==> config.mk <==
export PLATFORM = sky130hd
export DESIGN_NAME = utf8_text_to_glyph_codes
export DESIGN_NICKNAME = d
export VERILOG_FILES = /design/src/hdl/u8g_pkg.sv /design/src/hdl/u8g_fifo.sv /design/src/hdl/u8g_decode.sv /design/src/hdl/u8g_map.sv /design/src/hdl/utf8_text_to_glyph_codes.sv
export SDC_FILE = /design/constraint.sdc
export NUM_CORES = 1
export LEC_CHECK = 0
export BUFFER_PORTS_ARGS = -buffer_cell sky130_fd_sc_hd__buf_2
export CAP_MARGIN = 15
export CORE_ASPECT_RATIO = 0.8
export CORE_MARGIN = 3
export CORE_UTILIZATION = 61
export DETAILED_ROUTE_END_ITERATION = 8
export PLACE_DENSITY_LB_ADDON = 0.05
export SLEW_MARGIN = 30
export SYNTH_ARGS = -nofsm -noshare
export SYNTH_HDL_FRONTEND = slang
export SYNTH_SLANG_ARGS = --single-unit
==> constraint.sdc <==
create_clock -name clk -period 6.9 [get_ports clk]
set_input_delay 1.035 -clock clk [delete_from_list [all_inputs] [get_ports clk]]
set_output_delay 1.035 -clock clk [all_outputs]
set_load 0.05 [all_outputs]
==> src/hdl/u8g_pkg.sv <==
// ----------------------------------------------------------------------------
// u8g_pkg
// Shared types, constants and the Cyrillic look-alike table of the UTF-8
// to glyph code converter.
// ----------------------------------------------------------------------------
package u8g_pkg;

    localparam int CP_W    = 21;
    localparam int BYTE_W  = 8;
    localparam int GLYPH_W = 7;
    localparam int ADV_W   = 7;
    localparam int TOTAL_W = 16;

    localparam int QUEUE_DEPTH = 2;

    localparam logic [ADV_W-1:0]   WIDTH_RESET = 7'd8;
    localparam logic [ADV_W-1:0]   BOX_ADVANCE = 7'd16;
    localparam logic [GLYPH_W-1:0] GLYPH_SPACE = 7'd32;
    localparam logic [GLYPH_W-1:0] GLYPH_QMARK = 7'h3F;
    localparam logic [GLYPH_W-1:0] GLYPH_NONE  = 7'd0;

    // Box glyph ranges
    localparam logic [CP_W-1:0] CJK_LO     = 21'h004E00;
    localparam logic [CP_W-1:0] CJK_HI     = 21'h009FFF;
    localparam logic [CP_W-1:0] CJK_EXT_LO = 21'h003400;
    localparam logic [CP_W-1:0] CJK_EXT_HI = 21'h004DBF;
    localparam logic [CP_W-1:0] CJK_CMP_LO = 21'h00F900;
    localparam logic [CP_W-1:0] CJK_CMP_HI = 21'h00FAFF;
    localparam logic [CP_W-1:0] CJK_SYM_LO = 21'h003000;
    localparam logic [CP_W-1:0] CJK_SYM_HI = 21'h0030FF;
    localparam logic [CP_W-1:0] CJK_FW_LO  = 21'h00FF00;
    localparam logic [CP_W-1:0] CJK_FW_HI  = 21'h00FFEF;

    // Cyrillic block and its basic letters
    localparam logic [CP_W-1:0] CYR_LO        = 21'h000400;
    localparam logic [CP_W-1:0] CYR_HI        = 21'h0004FF;
    localparam logic [CP_W-1:0] CYR_LETTER_LO = 21'h000410;
    localparam logic [CP_W-1:0] CYR_LETTER_HI = 21'h00044F;

    localparam logic [CP_W-1:0] PRINT_LO = 21'd32;
    localparam logic [CP_W-1:0] PRINT_HI = 21'd127;

    // First character sits in the top byte
    localparam logic [8*64-1:0] CYR_STR =
        "ABBTDEX3NNKNMHONPCTYOXU4WWbbb3ORabbrdex3nnknmnonpctyoxu4wwbbb3or";

    // Request from the decoder to the glyph mapper
    typedef struct packed {
        logic            clear;
        logic [CP_W-1:0] cp;
    } cp_req_t;

    // Finished result
    typedef struct packed {
        logic [CP_W-1:0]    codepoint;
        logic               is_box;
        logic [GLYPH_W-1:0] glyph_code;
        logic [ADV_W-1:0]   advance;
        logic [TOTAL_W-1:0] total_width;
    } glyph_req_t;

    function automatic logic [GLYPH_W-1:0] cyr_glyph(input logic [5:0] idx);
        logic [8:0] pos;
        pos = {~idx, 3'b000};
        return CYR_STR[pos +: GLYPH_W];
    endfunction

endpackage

==> src/hdl/u8g_fifo.sv <==
// ----------------------------------------------------------------------------
// u8g_fifo
// Small register queue with first-word fall-through read.
// ----------------------------------------------------------------------------
module u8g_fifo
    import u8g_pkg::*;
#(
    parameter int WIDTH = 8,
    parameter int DEPTH = QUEUE_DEPTH
)
(
    input  logic             clk,
    input  logic             rst_n,
    input  logic             push,
    input  logic [WIDTH-1:0] wr_data,
    output logic             full,
    input  logic             pop,
    output logic [WIDTH-1:0] rd_data,
    output logic             empty
);

    localparam int PW = (DEPTH > 1) ? $clog2(DEPTH) : 1;
    localparam int CW = $clog2(DEPTH + 1);

    logic [WIDTH-1:0] mem_reg [DEPTH];
    logic [PW-1:0]    wr_ptr_reg, wr_ptr_next;
    logic [PW-1:0]    rd_ptr_reg, rd_ptr_next;
    logic [CW-1:0]    count_reg, count_next;
    logic             do_push, do_pop;

    assign full    = (count_reg == CW'(DEPTH));
    assign empty   = (count_reg == '0);
    assign do_push = push && !full;
    assign do_pop  = pop && !empty;
    assign rd_data = mem_reg[rd_ptr_reg];

    always_comb
    begin
        wr_ptr_next = wr_ptr_reg;
        rd_ptr_next = rd_ptr_reg;
        count_next  = count_reg;
        if (do_push)
        begin
            wr_ptr_next = (wr_ptr_reg == PW'(DEPTH - 1)) ? '0 : wr_ptr_reg + 1'b1;
        end
        if (do_pop)
        begin
            rd_ptr_next = (rd_ptr_reg == PW'(DEPTH - 1)) ? '0 : rd_ptr_reg + 1'b1;
        end
        if (do_push && !do_pop)
        begin
            count_next = count_reg + 1'b1;
        end
        else if (do_pop && !do_push)
        begin
            count_next = count_reg - 1'b1;
        end
    end

    always_ff @(posedge clk or negedge rst_n)
    begin
        if (!rst_n)
        begin
            wr_ptr_reg <= '0;
            rd_ptr_reg <= '0;
            count_reg  <= '0;
        end
        else
        begin
            wr_ptr_reg <= wr_ptr_next;
            rd_ptr_reg <= rd_ptr_next;
            count_reg  <= count_next;
        end
    end

    always_ff @(posedge clk)
    begin
        if (do_push)
        begin
            mem_reg[wr_ptr_reg] <= wr_data;
        end
    end

    a_count_bound: assert property (@(posedge clk) disable iff (!rst_n)
        count_reg <= CW'(DEPTH))
        else $error("queue count beyond depth");

    a_count_grow: assert property (@(posedge clk) disable iff (!rst_n)
        (push && !full && !(pop && !empty)) |=> count_reg == $past(count_reg) + 1'b1)
        else $error("queue count did not grow on push");

endmodule

==> src/hdl/u8g_decode.sv <==
// ----------------------------------------------------------------------------
// u8g_decode
// Front end: take one byte a cycle while q_full is low, rebuild codepoints, queue nonzero ones.
// ----------------------------------------------------------------------------
module u8g_decode
    import u8g_pkg::*;
(
    input  logic              clk,
    input  logic              rst_n,
    input  logic              push,
    input  logic [BYTE_W-1:0] text_byte,
    input  logic              string_start,
    input  logic              q_full,
    output logic              q_push,
    output cp_req_t           q_item
);

    logic [1:0]      pend_reg, pend_next;
    logic [CP_W-1:0] acc_reg, acc_next;
    logic            clear_pend_reg, clear_pend_next;

    logic            accept;
    logic [1:0]      pend;
    logic [CP_W-1:0] acc;
    logic [CP_W-1:0] cont;
    logic [CP_W-1:0] acc_merged;
    logic            clr;
    logic            emit;
    logic [CP_W-1:0] cp;

    assign accept = push && !q_full;

    always_comb
    begin
        pend = string_start ? 2'd0 : pend_reg;
        acc  = string_start ? '0 : acc_reg;
        clr  = string_start || clear_pend_reg;

        case (pend)
            2'd1:    cont = {15'd0, text_byte[5:0]};
            2'd2:    cont = {9'd0, text_byte[5:0], 6'd0};
            default: cont = {3'd0, text_byte[5:0], 12'd0};
        endcase
        if (text_byte[7:6] == 2'b00)
        begin
            cont = '0;
        end
        acc_merged = acc | cont;

        pend_next       = pend_reg;
        acc_next        = acc_reg;
        clear_pend_next = clear_pend_reg;
        emit            = 1'b0;
        cp              = '0;
        q_push          = 1'b0;

        if (accept)
        begin
            pend_next       = pend;
            acc_next        = acc;
            clear_pend_next = clr;
            if (pend != 2'd0)
            begin
                pend_next = pend - 2'd1;
                if (pend == 2'd1)
                begin
                    cp       = acc_merged;
                    emit     = 1'b1;
                    acc_next = '0;
                end
                else
                begin
                    acc_next = acc_merged;
                end
            end
            else if (text_byte inside {[8'h00:8'h7F]})
            begin
                cp   = {13'd0, text_byte};
                emit = 1'b1;
            end
            else if (text_byte inside {[8'hC0:8'hDF]})
            begin
                acc_next  = {10'd0, text_byte[4:0], 6'd0};
                pend_next = 2'd1;
            end
            else if (text_byte inside {[8'hE0:8'hEF]})
            begin
                acc_next  = {5'd0, text_byte[3:0], 12'd0};
                pend_next = 2'd2;
            end
            else if (text_byte inside {[8'hF0:8'hF7]})
            begin
                acc_next  = {text_byte[2:0], 18'd0};
                pend_next = 2'd3;
            end
            else
            begin
                // stray continuation or bad lead stands alone
                cp   = {13'd0, text_byte};
                emit = 1'b1;
            end

            if (emit && (cp != '0))
            begin
                q_push          = 1'b1;
                clear_pend_next = 1'b0;
            end
        end
    end

    assign q_item.clear = clr;
    assign q_item.cp    = cp;

    always_ff @(posedge clk or negedge rst_n)
    begin
        if (!rst_n)
        begin
            pend_reg       <= '0;
            acc_reg        <= '0;
            clear_pend_reg <= 1'b0;
        end
        else
        begin
            pend_reg       <= pend_next;
            acc_reg        <= acc_next;
            clear_pend_reg <= clear_pend_next;
        end
    end

    a_clear_held: assert property (@(posedge clk) disable iff (!rst_n)
        (accept && string_start && !q_push) |=> clear_pend_reg)
        else $error("string start lost before next request");

endmodule

==> src/hdl/u8g_map.sv <==
// ----------------------------------------------------------------------------
// u8g_map
// Back end: choose the glyph, advance and saturating running width.
// ----------------------------------------------------------------------------
module u8g_map
    import u8g_pkg::*;
(
    input  logic             clk,
    input  logic             rst_n,
    input  logic [ADV_W-1:0] glyph_width,
    input  logic             in_valid,
    input  cp_req_t          in_item,
    output logic             in_pop,
    input  logic             out_full,
    output logic             out_push,
    output glyph_req_t       out_item
);

    logic [TOTAL_W-1:0] rw_reg, rw_next;
    logic [CP_W-1:0]    cp;
    logic               box;
    logic               cyr_block;
    logic               cyr_letter;
    logic [5:0]         cyr_idx;
    logic [GLYPH_W-1:0] glyph;
    logic [ADV_W-1:0]   adv;
    logic [TOTAL_W-1:0] base;
    logic [TOTAL_W:0]   sum;
    logic [TOTAL_W-1:0] total;

    assign in_pop   = in_valid && !out_full;
    assign out_push = in_pop;
    assign cp       = in_item.cp;

    always_comb
    begin
        box = ((cp >= CJK_LO)     && (cp <= CJK_HI))     ||
              ((cp >= CJK_EXT_LO) && (cp <= CJK_EXT_HI)) ||
              ((cp >= CJK_CMP_LO) && (cp <= CJK_CMP_HI)) ||
              ((cp >= CJK_SYM_LO) && (cp <= CJK_SYM_HI)) ||
              ((cp >= CJK_FW_LO)  && (cp <= CJK_FW_HI));
        cyr_block  = (cp >= CYR_LO) && (cp <= CYR_HI);
        cyr_letter = (cp >= CYR_LETTER_LO) && (cp <= CYR_LETTER_HI);
        cyr_idx    = cp[5:0] - 6'h10;

        if (box)
        begin
            glyph = GLYPH_NONE;
        end
        else if (cyr_block)
        begin
            glyph = cyr_letter ? cyr_glyph(cyr_idx) : GLYPH_QMARK;
        end
        else if ((cp < PRINT_LO) || (cp > PRINT_HI))
        begin
            glyph = GLYPH_SPACE;
        end
        else
        begin
            glyph = cp[GLYPH_W-1:0];
        end

        adv   = box ? BOX_ADVANCE : glyph_width;
        base  = in_item.clear ? '0 : rw_reg;
        sum   = {1'b0, base} + {{(TOTAL_W + 1 - ADV_W){1'b0}}, adv};
        total = sum[TOTAL_W] ? '1 : sum[TOTAL_W-1:0];

        rw_next = in_pop ? total : rw_reg;
    end

    assign out_item.codepoint   = cp;
    assign out_item.is_box      = box;
    assign out_item.glyph_code  = glyph;
    assign out_item.advance     = adv;
    assign out_item.total_width = total;

    always_ff @(posedge clk or negedge rst_n)
    begin
        if (!rst_n)
        begin
            rw_reg <= '0;
        end
        else
        begin
            rw_reg <= rw_next;
        end
    end

    a_width_tracks: assert property (@(posedge clk) disable iff (!rst_n)
        in_pop |=> rw_reg == $past(out_item.total_width))
        else $error("running width does not follow the emitted total");

    a_width_monotone: assert property (@(posedge clk) disable iff (!rst_n)
        (in_pop && !in_item.clear) |-> out_item.total_width >= rw_reg)
        else $error("running width went down without a string start");

endmodule

==> src/hdl/utf8_text_to_glyph_codes.sv <==
// ----------------------------------------------------------------------------
// utf8_text_to_glyph_codes
// UTF-8 byte stream to built-in bitmap glyph codes with running width.
// ----------------------------------------------------------------------------
// The block takes one UTF-8 byte per clock (push while full is low) and
// sends out one result per nonzero codepoint on a queue-style port (read
// while empty is low, pop to advance). A byte is decoded in the cycle it is
// taken, and a finished codepoint is written into a short request queue at
// that same edge. The glyph mapper takes it from the head of that queue,
// when the output queue has room, and writes the result into the output
// queue, whose head drives the output. Sustained rate is one byte per
// clock, limited by the single decode step per byte. full rises only when
// the output side pops slower than results arrive and both queues have
// filled (DEPTH requests each). string_start clears the decoder and the
// running width before its own byte. glyph_width is written through the
// cfg_valid/cfg_ready channel (always ready) and should only change while
// no text is in flight. No clearing pass follows reset.
// ----------------------------------------------------------------------------
module utf8_text_to_glyph_codes
    import u8g_pkg::*;
#(
    parameter int DEPTH = QUEUE_DEPTH
)
(
    input  logic               clk,
    input  logic               rst_n,

    // Byte input
    input  logic               push,
    output logic               full,
    input  logic [BYTE_W-1:0]  text_byte,
    input  logic               string_start,

    // Result output
    output logic               empty,
    input  logic               pop,
    output logic [CP_W-1:0]    codepoint,
    output logic               is_box,
    output logic [GLYPH_W-1:0] glyph_code,
    output logic [ADV_W-1:0]   advance,
    output logic [TOTAL_W-1:0] total_width,

    // Width register write
    input  logic               cfg_valid,
    output logic               cfg_ready,
    input  logic [ADV_W-1:0]   glyph_width
);

    logic [ADV_W-1:0] glyph_width_reg;

    // Decoder to mid queue
    logic       dec_push;
    cp_req_t    dec_item;
    logic       mid_full;
    logic       mid_empty;
    cp_req_t    mid_item;
    logic       mid_pop;

    // Mapper to output queue
    logic       map_push;
    glyph_req_t map_item;
    logic       out_full;
    glyph_req_t out_item;

    // Width register: always ready, hold last value written
    assign cfg_ready = 1'b1;

    always_ff @(posedge clk or negedge rst_n)
    begin
        if (!rst_n)
        begin
            glyph_width_reg <= WIDTH_RESET;
        end
        else if (cfg_valid && cfg_ready)
        begin
            glyph_width_reg <= glyph_width;
        end
    end

    // Front end: accept bytes whenever the request queue has room
    assign full = mid_full;

    u8g_decode u_decode (
        .clk          (clk),
        .rst_n        (rst_n),
        .push         (push),
        .text_byte    (text_byte),
        .string_start (string_start),
        .q_full       (mid_full),
        .q_push       (dec_push),
        .q_item       (dec_item)
    );

    u8g_fifo #(
        .WIDTH ($bits(cp_req_t)),
        .DEPTH (DEPTH)
    ) u_mid_q (
        .clk     (clk),
        .rst_n   (rst_n),
        .push    (dec_push),
        .wr_data (dec_item),
        .full    (mid_full),
        .pop     (mid_pop),
        .rd_data (mid_item),
        .empty   (mid_empty)
    );

    // Back end: map one request per cycle while the output queue has room
    u8g_map u_map (
        .clk         (clk),
        .rst_n       (rst_n),
        .glyph_width (glyph_width_reg),
        .in_valid    (!mid_empty),
        .in_item     (mid_item),
        .in_pop      (mid_pop),
        .out_full    (out_full),
        .out_push    (map_push),
        .out_item    (map_item)
    );

    u8g_fifo #(
        .WIDTH ($bits(glyph_req_t)),
        .DEPTH (DEPTH)
    ) u_out_q (
        .clk     (clk),
        .rst_n   (rst_n),
        .push    (map_push),
        .wr_data (map_item),
        .full    (out_full),
        .pop     (pop),
        .rd_data (out_item),
        .empty   (empty)
    );

    assign codepoint   = out_item.codepoint;
    assign is_box      = out_item.is_box;
    assign glyph_code  = out_item.glyph_code;
    assign advance     = out_item.advance;
    assign total_width = out_item.total_width;

    // The request queue only fills while the mapper was held by a full
    // output queue in the cycle before
    a_full_means_stall: assert property (@(posedge clk) disable iff (!rst_n)
        full |-> $past(out_full))
        else $error("input stalled although the output queue had room");

endmodule
; ---- Word level (Yosys, flattened, before mapping)
; Memory sizes are Yosys's and may differ from the RTL's.
; Index checks and enable logic that the tools add are counted.
[classes]
n_addsub = 11
mul = 0
n_div = 0
n_lt_le_gt_ge = 24
n_eq_ne = 4
shifts = 1
muxes = 52
bitwise = 2
reduce_logical = 43
[ops]
columns = operator, count
row1 = $shiftx 512x10->7 const A, 1
row2 = $mux 21, 14
row3 = $le 21x16->1 const B, 3
row4 = $ge 21x11->1 const B, 2
row5 = $ge 21x14->1 const B, 2
row6 = $ge 21x16->1 const B, 2
row7 = $le 21x11->1 const B, 2
row8 = $pmux 18 s2, 1
row9 = $mux 7, 5
row10 = $mux 16, 2
row11 = $ge 8x8->1 const B, 3
row12 = $le 8x8->1 const B, 3
row13 = $logic_and 1x1->1, 22
row14 = $ge 21x15->1 const B, 1
row15 = $gt 21x7->1 const B, 1
row16 = $le 21x14->1 const B, 1
row17 = $le 21x15->1 const B, 1
row18 = $lt 21x6->1 const B, 1
row19 = $or 21x18->21, 1
row20 = $reduce_bool 21->1, 1
row21 = $mux 2, 10
row22 = $mux 1, 18
row23 = $mux 18, 1
row24 = $add 16x7->17, 1
row25 = other kinds (14), 38
[totals]
ff_bits = 55
latchBits = 0
mem_bits_rw = 148
rom_bits = 0
mem_count = 2
[memory_table]
columns = memory, words, width, rd, rd_ports_with_merged_regs, write_ports, line
row1 = u_out_q.mem_reg, 2, 52, 1, 0, 1, u8g_fifo.sv:25  ; logic [WIDTH-1:0] mem_reg [DEPTH];
row2 = u_mid_q.mem_reg, 2, 22, 1, 0, 1, u8g_fifo.sv:25

; ---- Depth between registers and ports, before layout
; Gate-level depths: netlist (run 1).
[logic_depth]
word_depth = 17
depth_mapped = 22
ltp_nobuf = 19

; ---- By module
; A second synthesis (run 1) with hierarchy kept.
[hier_totals]
hier_cells = 847
hier_area_um2 = 10686.5
[by_module_without_submodules]
columns = mod, instances, cells_each, area_per_inst_um2, seq_area_each_um2
row1 = u8g_fifo (u_out_q), 1, 181, 4200.3, 3223.1
row2 = u8g_map, 1, 345, 2622.5, 400.4
row3 = u8g_fifo (u_mid_q), 1, 87, 1788.0, 1421.4
row4 = u8g_decode, 1, 216, 1767.9, 600.6
row5 = utf8_text_to_glyph_codes, 1, 18, 307.8, 176.4

; ---- Worst setup path before layout (run 1)
; Ideal clock, no wire load.
[synth_path]
kind = register to register
start = reg u_mid_q.rd_ptr_reg
end = mem u_out_q.mem_reg[0][8] (netlist name) (data pin)
setup_time_ns = 0.273
t_arrival_ns = 4.855
required_time_ns = 6.627
slack_ns = 1.772
path_stages_with_launch = 22
cell_sequence = dfrtp_1 -> buf_6 -> buf_6 -> buf_4 -> mux2i_1 -> inv_1 -> ha_1 -> inv_1 -> o311ai_0 -> o211a_1 -> o311ai_1 -> a311oi_4 -> and2_1 -> ha_1 -> fa_1 -> a21o_1 -> a21oi_1 -> o21ai_0 -> nand4_1 -> clkbuf_1 -> buf_2 -> o21ai_0
[synth_lines]
columns = item, line
row1 = start: declaration, u8g_fifo.sv:27  ; logic [PW-1:0] rd_ptr_reg, rd_ptr_next;
row2 = start signal: assignment, u8g_fifo.sv:71  ; rd_ptr_reg <= rd_ptr_next;
row3 = end: declaration, u8g_fifo.sv:25

==> results of run 1 <==
-- cells by family after synthesis --
kind of cell | Yosys count | share of synthesized area [%]
and+or+nand+nor | 275 | 13.6
DFF | 203 | 56.5
AOI/OAI and AO/OA | 181 | 12.2
muxes | 84 | 9.28
buffers and inverters | 67 | 2.91
adders and majority gates | 29 | 3.59
xor gates and xnor gates | 22 | 1.87
other | 1 | 0.0364
-- metal layers --
layer / share of wire (%) / track usage, % / vias to the layer above
li1: - / - / 3332
met4: 1.4 / 5.32 / 0
met1: 47 / 37.8 / 3508
met2: 46 / 38.9 / 299
met3: 6.2 / 3.40 / 29
met5: 0 / 0 / -
-- metrics by stage --
stage,cell area [um2],cells,total power [uW],hold slack [ps]
after global placement,10800,1122,4910,446
after global routing,11500,1159,6420,482
final,11500,1159,6090,465
after CTS,11500,1158,6100,467
after floorplan,10300,862,4340,431
after detailed placement,10800,1122,5000,451
-- worst max-delay path, stage by stage (launching register included) --
cell and delay, ps:
dfrtp_2 410, buf_4 500, mux2i_4 500, inv_1 220
ha_1 260, nand4_1 180, nand3_1 90, o2111ai_1 190
o311ai_1 180, a311oi_4 500, and2_1 240, ha_1 200
fa_1 210, a21o_1 130, a21oi_1 110, o21ai_0 350
nand4_1 590, buf_6 360, nand2b_1 110, mux2_2 150
-- power groups by stage --
stage	clock (uW)	sequential, uW	combinational (uW)
floorplan	0	2070	2270
global placement	0	2090	2820
detailed placement	0	2120	2880
CTS	1100	2100	2900
global route	1160	2140	3120
finish	1090	2090	2900
-- cells in the mapped netlist (12+ instances only) --
master    number  area (um2)
a22o_1        12         105
clkbuf_1      28         105
nor2_1        64         240
nand3_1       24         120
a21oi_1       37         185
mux2i_1       12         120
ha_1          28         350
o21ai_0       39         195
and2_1        32         200
nand2_1       78         293
a22oi_1       15         113
dfrtp_1       54        1350
xnor2_1       13         114
inv_1         25        93.8
mux2_2        68         766
edfxtp_1     148        4440
-- worst max-delay path by stage --
stage / cells past startpoint / to / slack (ps)
2_1_floorplan: 21 / u_out_q.mem_reg[0][8] / 1770
3_3_place_gp: 18 / u_map.rw_reg[12] / 1380
3_5_place_dp: 19 / u_map.rw_reg[10] / 1130
4_1_cts: 19 / u_map.rw_reg[10] / 1020
5_1_grt: 19 / u_map.rw_reg[0] / 890
6_report: 19 / u_map.rw_reg[1] / 1360
-- area by class of cell --
| class | count | area (um2) | share of cell area (%) |
|---|---|---|---|
| clock buffer | 23 | 533 | 4.63 |
| clock inverter | 13 | 125 | 1.09 |
| inverter | 27 | 101 | 0.881 |
| multi-input combinational | 592 | 4190 | 36.4 |
| sequential | 203 | 5820 | 50.6 |
| tap | 215 | 269 | 2.34 |
| timing repair buffer | 86 | 464 | 4.03 |
==> flow_metrics.env, run 1 <==
export IMPL_setup_violations=0
export IMPL_tightest_slew_ps=770
export IMPL_dieArea_mm2=0.0185
export IMPL_n_fill_cell=1143
export IMPL_area_delta_synth_final_pct=11.7
export IMPL_combinationalPowerShare_pct=47.7
export IMPL_die_w_um=151
export IMPL_fin_ws_ps=1360
export IMPL_async_reset_ff_share_pct=27.1
export IMPL_hold_depth=2
export IMPL_vias=7168
export IMPL_synth_distinct_cells=79
export IMPL_grt_pass1_vias=7012
export IMPL_cts_tree="done"
export IMPL_drtPass1Iterations=5
export IMPL_setup_worst_path_class="reg -> reg"
export IMPL_cts_sinks=203
export IMPL_clk_latency_ps=490
export IMPL_diodes=0
export IMPL_relSlewSlack_pct=48.7
export IMPL_switching_share_pct=43.9
export IMPL_maxCapViolations=0
export IMPL_final_common_cell="edfxtp_1"
export IMPL_grt_first_pass_wirelength_um=36700
export IMPL_crit_start="u_mid_q.rd_ptr_reg"
export IMPL_hpwl_um=15600
export IMPL_grt_max_degree=57
export IMPL_wire_per_inst_um=19.7
export IMPL_ys_seq_area_share_pct=56.5
export IMPL_final_net_count=980
export IMPL_drt_first_iter_violations=689
export IMPL_hold_violations=0
export IMPL_hold_start="u_decode.acc_reg[12]"
export IMPL_initial_core_util_pct=63.8
export IMPL_cp_max_fo=56
export IMPL_worstPathRequired_ps=7320
export IMPL_port_buffers=74
export IMPL_crit_path_end_kind="flip-flop"
export IMPL_fin_crit_sh_pct=80.3
export IMPL_drtAntennaViolNets=0
export IMPL_drive_above_1_share_pct=23.1
export IMPL_cts_root_buffer="clkbuf_16"
export IMPL_reg2reg_depth=19
export IMPL_rsz0062_at_grt="no"
export IMPL_dieHeight_um=122
export IMPL_largest_reg_flops=104
export IMPL_p_sw_uw=2670
export IMPL_leakagePower_uw=0.00451
export IMPL_cp_start_kind="flip-flop"
export IMPL_hold_buffers=0
export IMPL_arrival_ps=5970
export IMPL_clock_path_buffers=3
export IMPL_antenna_found_initial=0
export IMPL_place_ws_ps=1130
export IMPL_drc=0
export IMPL_min_period_ps=5540
export IMPL_synth_fp_nets=912
export IMPL_p_clk_share_pct=17.9
export IMPL_cts_resized=0
export IMPL_max_freq_mhz=180
export IMPL_synthCells=862
export IMPL_num_rows=41
export IMPL_fin_tns_setup_ps=0
export IMPL_synth_main_ff_cell="edfxtp_1"
export IMPL_p_per_area_mw_per_mm2=529
export IMPL_holdPathEnd="u_decode.acc_reg[12]"
export IMPL_ys_ff_latch=203
export IMPL_htreeDepth=1
export IMPL_avgSynthCellArea_um2=12.0
export IMPL_seq_power_share_pct=34.4
export IMPL_yosysWarnings=0
export IMPL_final_util_pct=71.2
export IMPL_gp_congestion=0.923
export IMPL_r2r_start="u_mid_q.rd_ptr_reg"
export IMPL_core_mm2=0.0162
export IMPL_status="completed"
export IMPL_rrSetupSlack_ps=1360
export IMPL_cts_made_buffers=20
export IMPL_cts_setup_buffers=0
export IMPL_syn_area_mm2=0.0103
export IMPL_hp_class="reg -> reg"
export IMPL_overflow=0
export IMPL_maxSlewViolCount=0
export IMPL_pin_count=76
export IMPL_final_cell_mix="edfxtp_1 (148), nand2_1 (78), buf_2 (74)"
export IMPL_clk_pin_slew_worst_paths_ps=70
export IMPL_clock_skew_final_ps=14.5
export IMPL_wirelength_um=22800
export IMPL_worstReg2RegEnd="u_map.rw_reg[1]"
export IMPL_intPower_uw=3410
export IMPL_irDropWorstVdd_v=0.000642
export IMPL_track_usage_pct=24.9
export IMPL_vias_per_cell=6.18
export IMPL_synth_edff_count=148
No activity file was read; power rests on OpenSTA's default activity.
==> inputs of run 2 (changes only) <==
ABC_AREA = 1   (was unset)
CORE_UTILIZATION = 55   (was 61)
clock period = 4.9 ns   (was 6.9 ns; I/O delays follow)
==> run 2 against run 1 <==
Against the previous run: first-iteration DRC count down 5.7%; wire length increased by 8.9%; critical endpoint is now u_map.rw_reg[7]; worst hold slack got worse by 210 ps; register-to-register slack got worse by 750 ps; sequential cell count unchanged.
==> flow_metrics.env, run 2 <==
export IMPL_status="completed"
export IMPL_cts_tree="done"
export IMPL_final_net_count=1386
export IMPL_vias_per_cell=5.28
export IMPL_pin_count=76
export IMPL_area_delta_synth_final_pct=12.7
export IMPL_cpMostUsedCell="nand2_1"
export IMPL_cts_made_buffers=22
export IMPL_overflow=0
export IMPL_clock_path_buffers=3
export IMPL_cts_root_buffer="clkbuf_16"
export IMPL_p_per_area_mw_per_mm2=775
export IMPL_cp_max_fo=32
export IMPL_worstPathRequired_ps=5270
export IMPL_cp_start_kind="flip-flop"
export IMPL_path_buf_inv=3
export IMPL_clock_skew_final_ps=13.0
export IMPL_num_rows=45
export IMPL_irDropWorstVdd_v=0.000555
export IMPL_synth_top_cells_by_count="nand2_1 (421), edfxtp_1 (148), inv_1 (125)"
export IMPL_dieArea_mm2=0.0214
export IMPL_clk_pin_slew_worst_paths_ps=60
export IMPL_die_w_um=163
export IMPL_avgSynthCellArea_um2=8.55
export IMPL_rsz0062_at_grt="no"
export IMPL_synth_top_area_cell="edfxtp_1"
export IMPL_syn_area_mm2=0.0108
export IMPL_ys_top_cells_by_area="edfxtp_1 (41%), nand2_1 (15%), dfrtp_1 (12%)"
export IMPL_largest_reg_flops=104
export IMPL_critPathTopFamily="simple AND/OR/NAND/NOR gates"
export IMPL_antenna_found_initial=0
export IMPL_arrival_ps=4660
export IMPL_max_freq_mhz=233
export IMPL_hpwl_um=17200
export IMPL_crit_path_end_kind="flip-flop"
export IMPL_dieHeight_um=131
export IMPL_setup_worst_path_class="reg -> reg"
export IMPL_crit_start="u_mid_q.rd_ptr_reg"
export IMPL_clk_latency_ps=510
export IMPL_yosysWarnings=0
export IMPL_maxCapViolations=0
export IMPL_initial_core_util_pct=56.5
export IMPL_wire_per_inst_um=15.4
export IMPL_ys_seq_area_share_pct=53.8
export IMPL_htreeDepth=1
export IMPL_synth_edff_count=148
export IMPL_core_mm2=0.0191
export IMPL_max_stage_delay_ps=440
export IMPL_fin_tns_setup_ps=0
export IMPL_port_buffers=74
export IMPL_drive_above_1_share_pct=14.3
export IMPL_ys_ff_latch=203
export IMPL_hold_buffers=0
export IMPL_maxSlewViolCount=0
export IMPL_drtPass1Iterations=5
export IMPL_hold_violations=0
export IMPL_synthCells=1265
export IMPL_drc=0
export IMPL_grt_pass1_vias=7873
export IMPL_synth_main_ff_cell="edfxtp_1"
export IMPL_drt_first_iter_violations=650
export IMPL_final_common_cell="nand2_1"
export IMPL_final_util_pct=63.7
export IMPL_min_period_ps=4290
export IMPL_drtAntennaViolNets=0
export IMPL_synth_top_area_share_pct=41.1
export IMPL_leakagePower_uw=0.00545
export IMPL_grt_max_degree=54
export IMPL_vias=8499
export IMPL_track_usage_pct=23.4
export IMPL_gp_congestion=0.948
export IMPL_relSlewSlack_pct=43.1
export IMPL_async_reset_ff_share_pct=27.1
export IMPL_synth_distinct_cells=47
export IMPL_hp_class="in -> async"
export IMPL_cts_sinks=203
export IMPL_fin_crit_sh_pct=87.6
export IMPL_grt_first_pass_wirelength_um=40600
export IMPL_synth_fp_nets=1315
export IMPL_critical_path_slowest_cell="fa_1"
export IMPL_setup_violations=0
export IMPL_tightest_slew_ps=852
export IMPL_cts_setup_buffers=0
export IMPL_yosysMostFrequentCell="nand2_1"
export IMPL_diodes=0
export IMPL_wirelength_um=24800
export IMPL_r2r_start="u_mid_q.rd_ptr_reg"
export IMPL_final_cell_mix="nand2_1 (421), edfxtp_1 (148), inv_1 (124)"
[run 2: cell families after synthesis]
kind of cell,after synthesis,share of synthesized area [%]
adder cells (fa/ha/maj),29,3.42
AO/OA/AOI/OAI,162,8.49
flip-flops,203,53.8
other,1,0.0347
AND/OR/NAND/NOR,680,26.6
buffers and inverters,178,6.72
XOR/XNOR,12,0.971
[run 2: through the flow]
stage / cell area, um2 / worst slack [ps] / hold slack [ps] / std cells / power [uW]
after floorplan: 10800 / 649 / 439 / 1265 / 6680
after global placement: 11400 / 599 / 457 / 1570 / 7800
after global routing: 12200 / 133 / 277 / 1610 / 10100
final: 12200 / 609 / 255 / 1610 / 9450
after detailed placement: 11500 / 447 / 464 / 1570 / 7840
after CTS: 12200 / 438 / 265 / 1610 / 9500
[run 2: where the power goes]
group	switching (uW)	internal [uW]
logic	3670	1130
clock network	667	971
registers	205	2800
total	4540	4910
[run 2: cell type report]
| class | count | area [um2] |
|---|---|---|
| Multi-Input combinational cell | 884 | 4310 |
| Timing Repair Buffer | 90 | 490 |
| Inverter | 135 | 512 |
| Fill cell | 1692 | 6950 |
| Sequential cell | 203 | 5820 |
| Clock inverter | 12 | 138 |
| Clock buffer | 28 | 593 |
| Tap cell | 258 | 323 |
[run 2: final timing paths]
check / endpoint / slack [ps] / cells past startpoint
setup / recovery: u_map.rw_reg[7] / 610 / 26
hold / removal: glyph_width_reg[0] / 260 / 1
setup reg to reg: u_map.rw_reg[7] / 610 / 26
hold reg to reg: u_decode.pend_reg[0] / 480 / 2
max in group asynchronous: u_out_q.rd_ptr_reg / 3770 / 2
min in group clk: glyph_width_reg[1] / 440 / 3
[run 2: repair_timing]
item | CTS | global route
endpoints found under the setup margin | 0 | 3
hold endpoints to repair | 0 | 0
gates resized for setup | 0 | 2
[run 2: metal layers]
layer	part of all wire, %	wire length, um	global-route usage [%]	vias up
met5	0	0	0	-
met4	1.9	471	5.21	0
met3	5.5	1370	3.59	37
met2	44	11000	36.1	255
met1	48	12000	35.2	3903
li1	-	-	-	4304
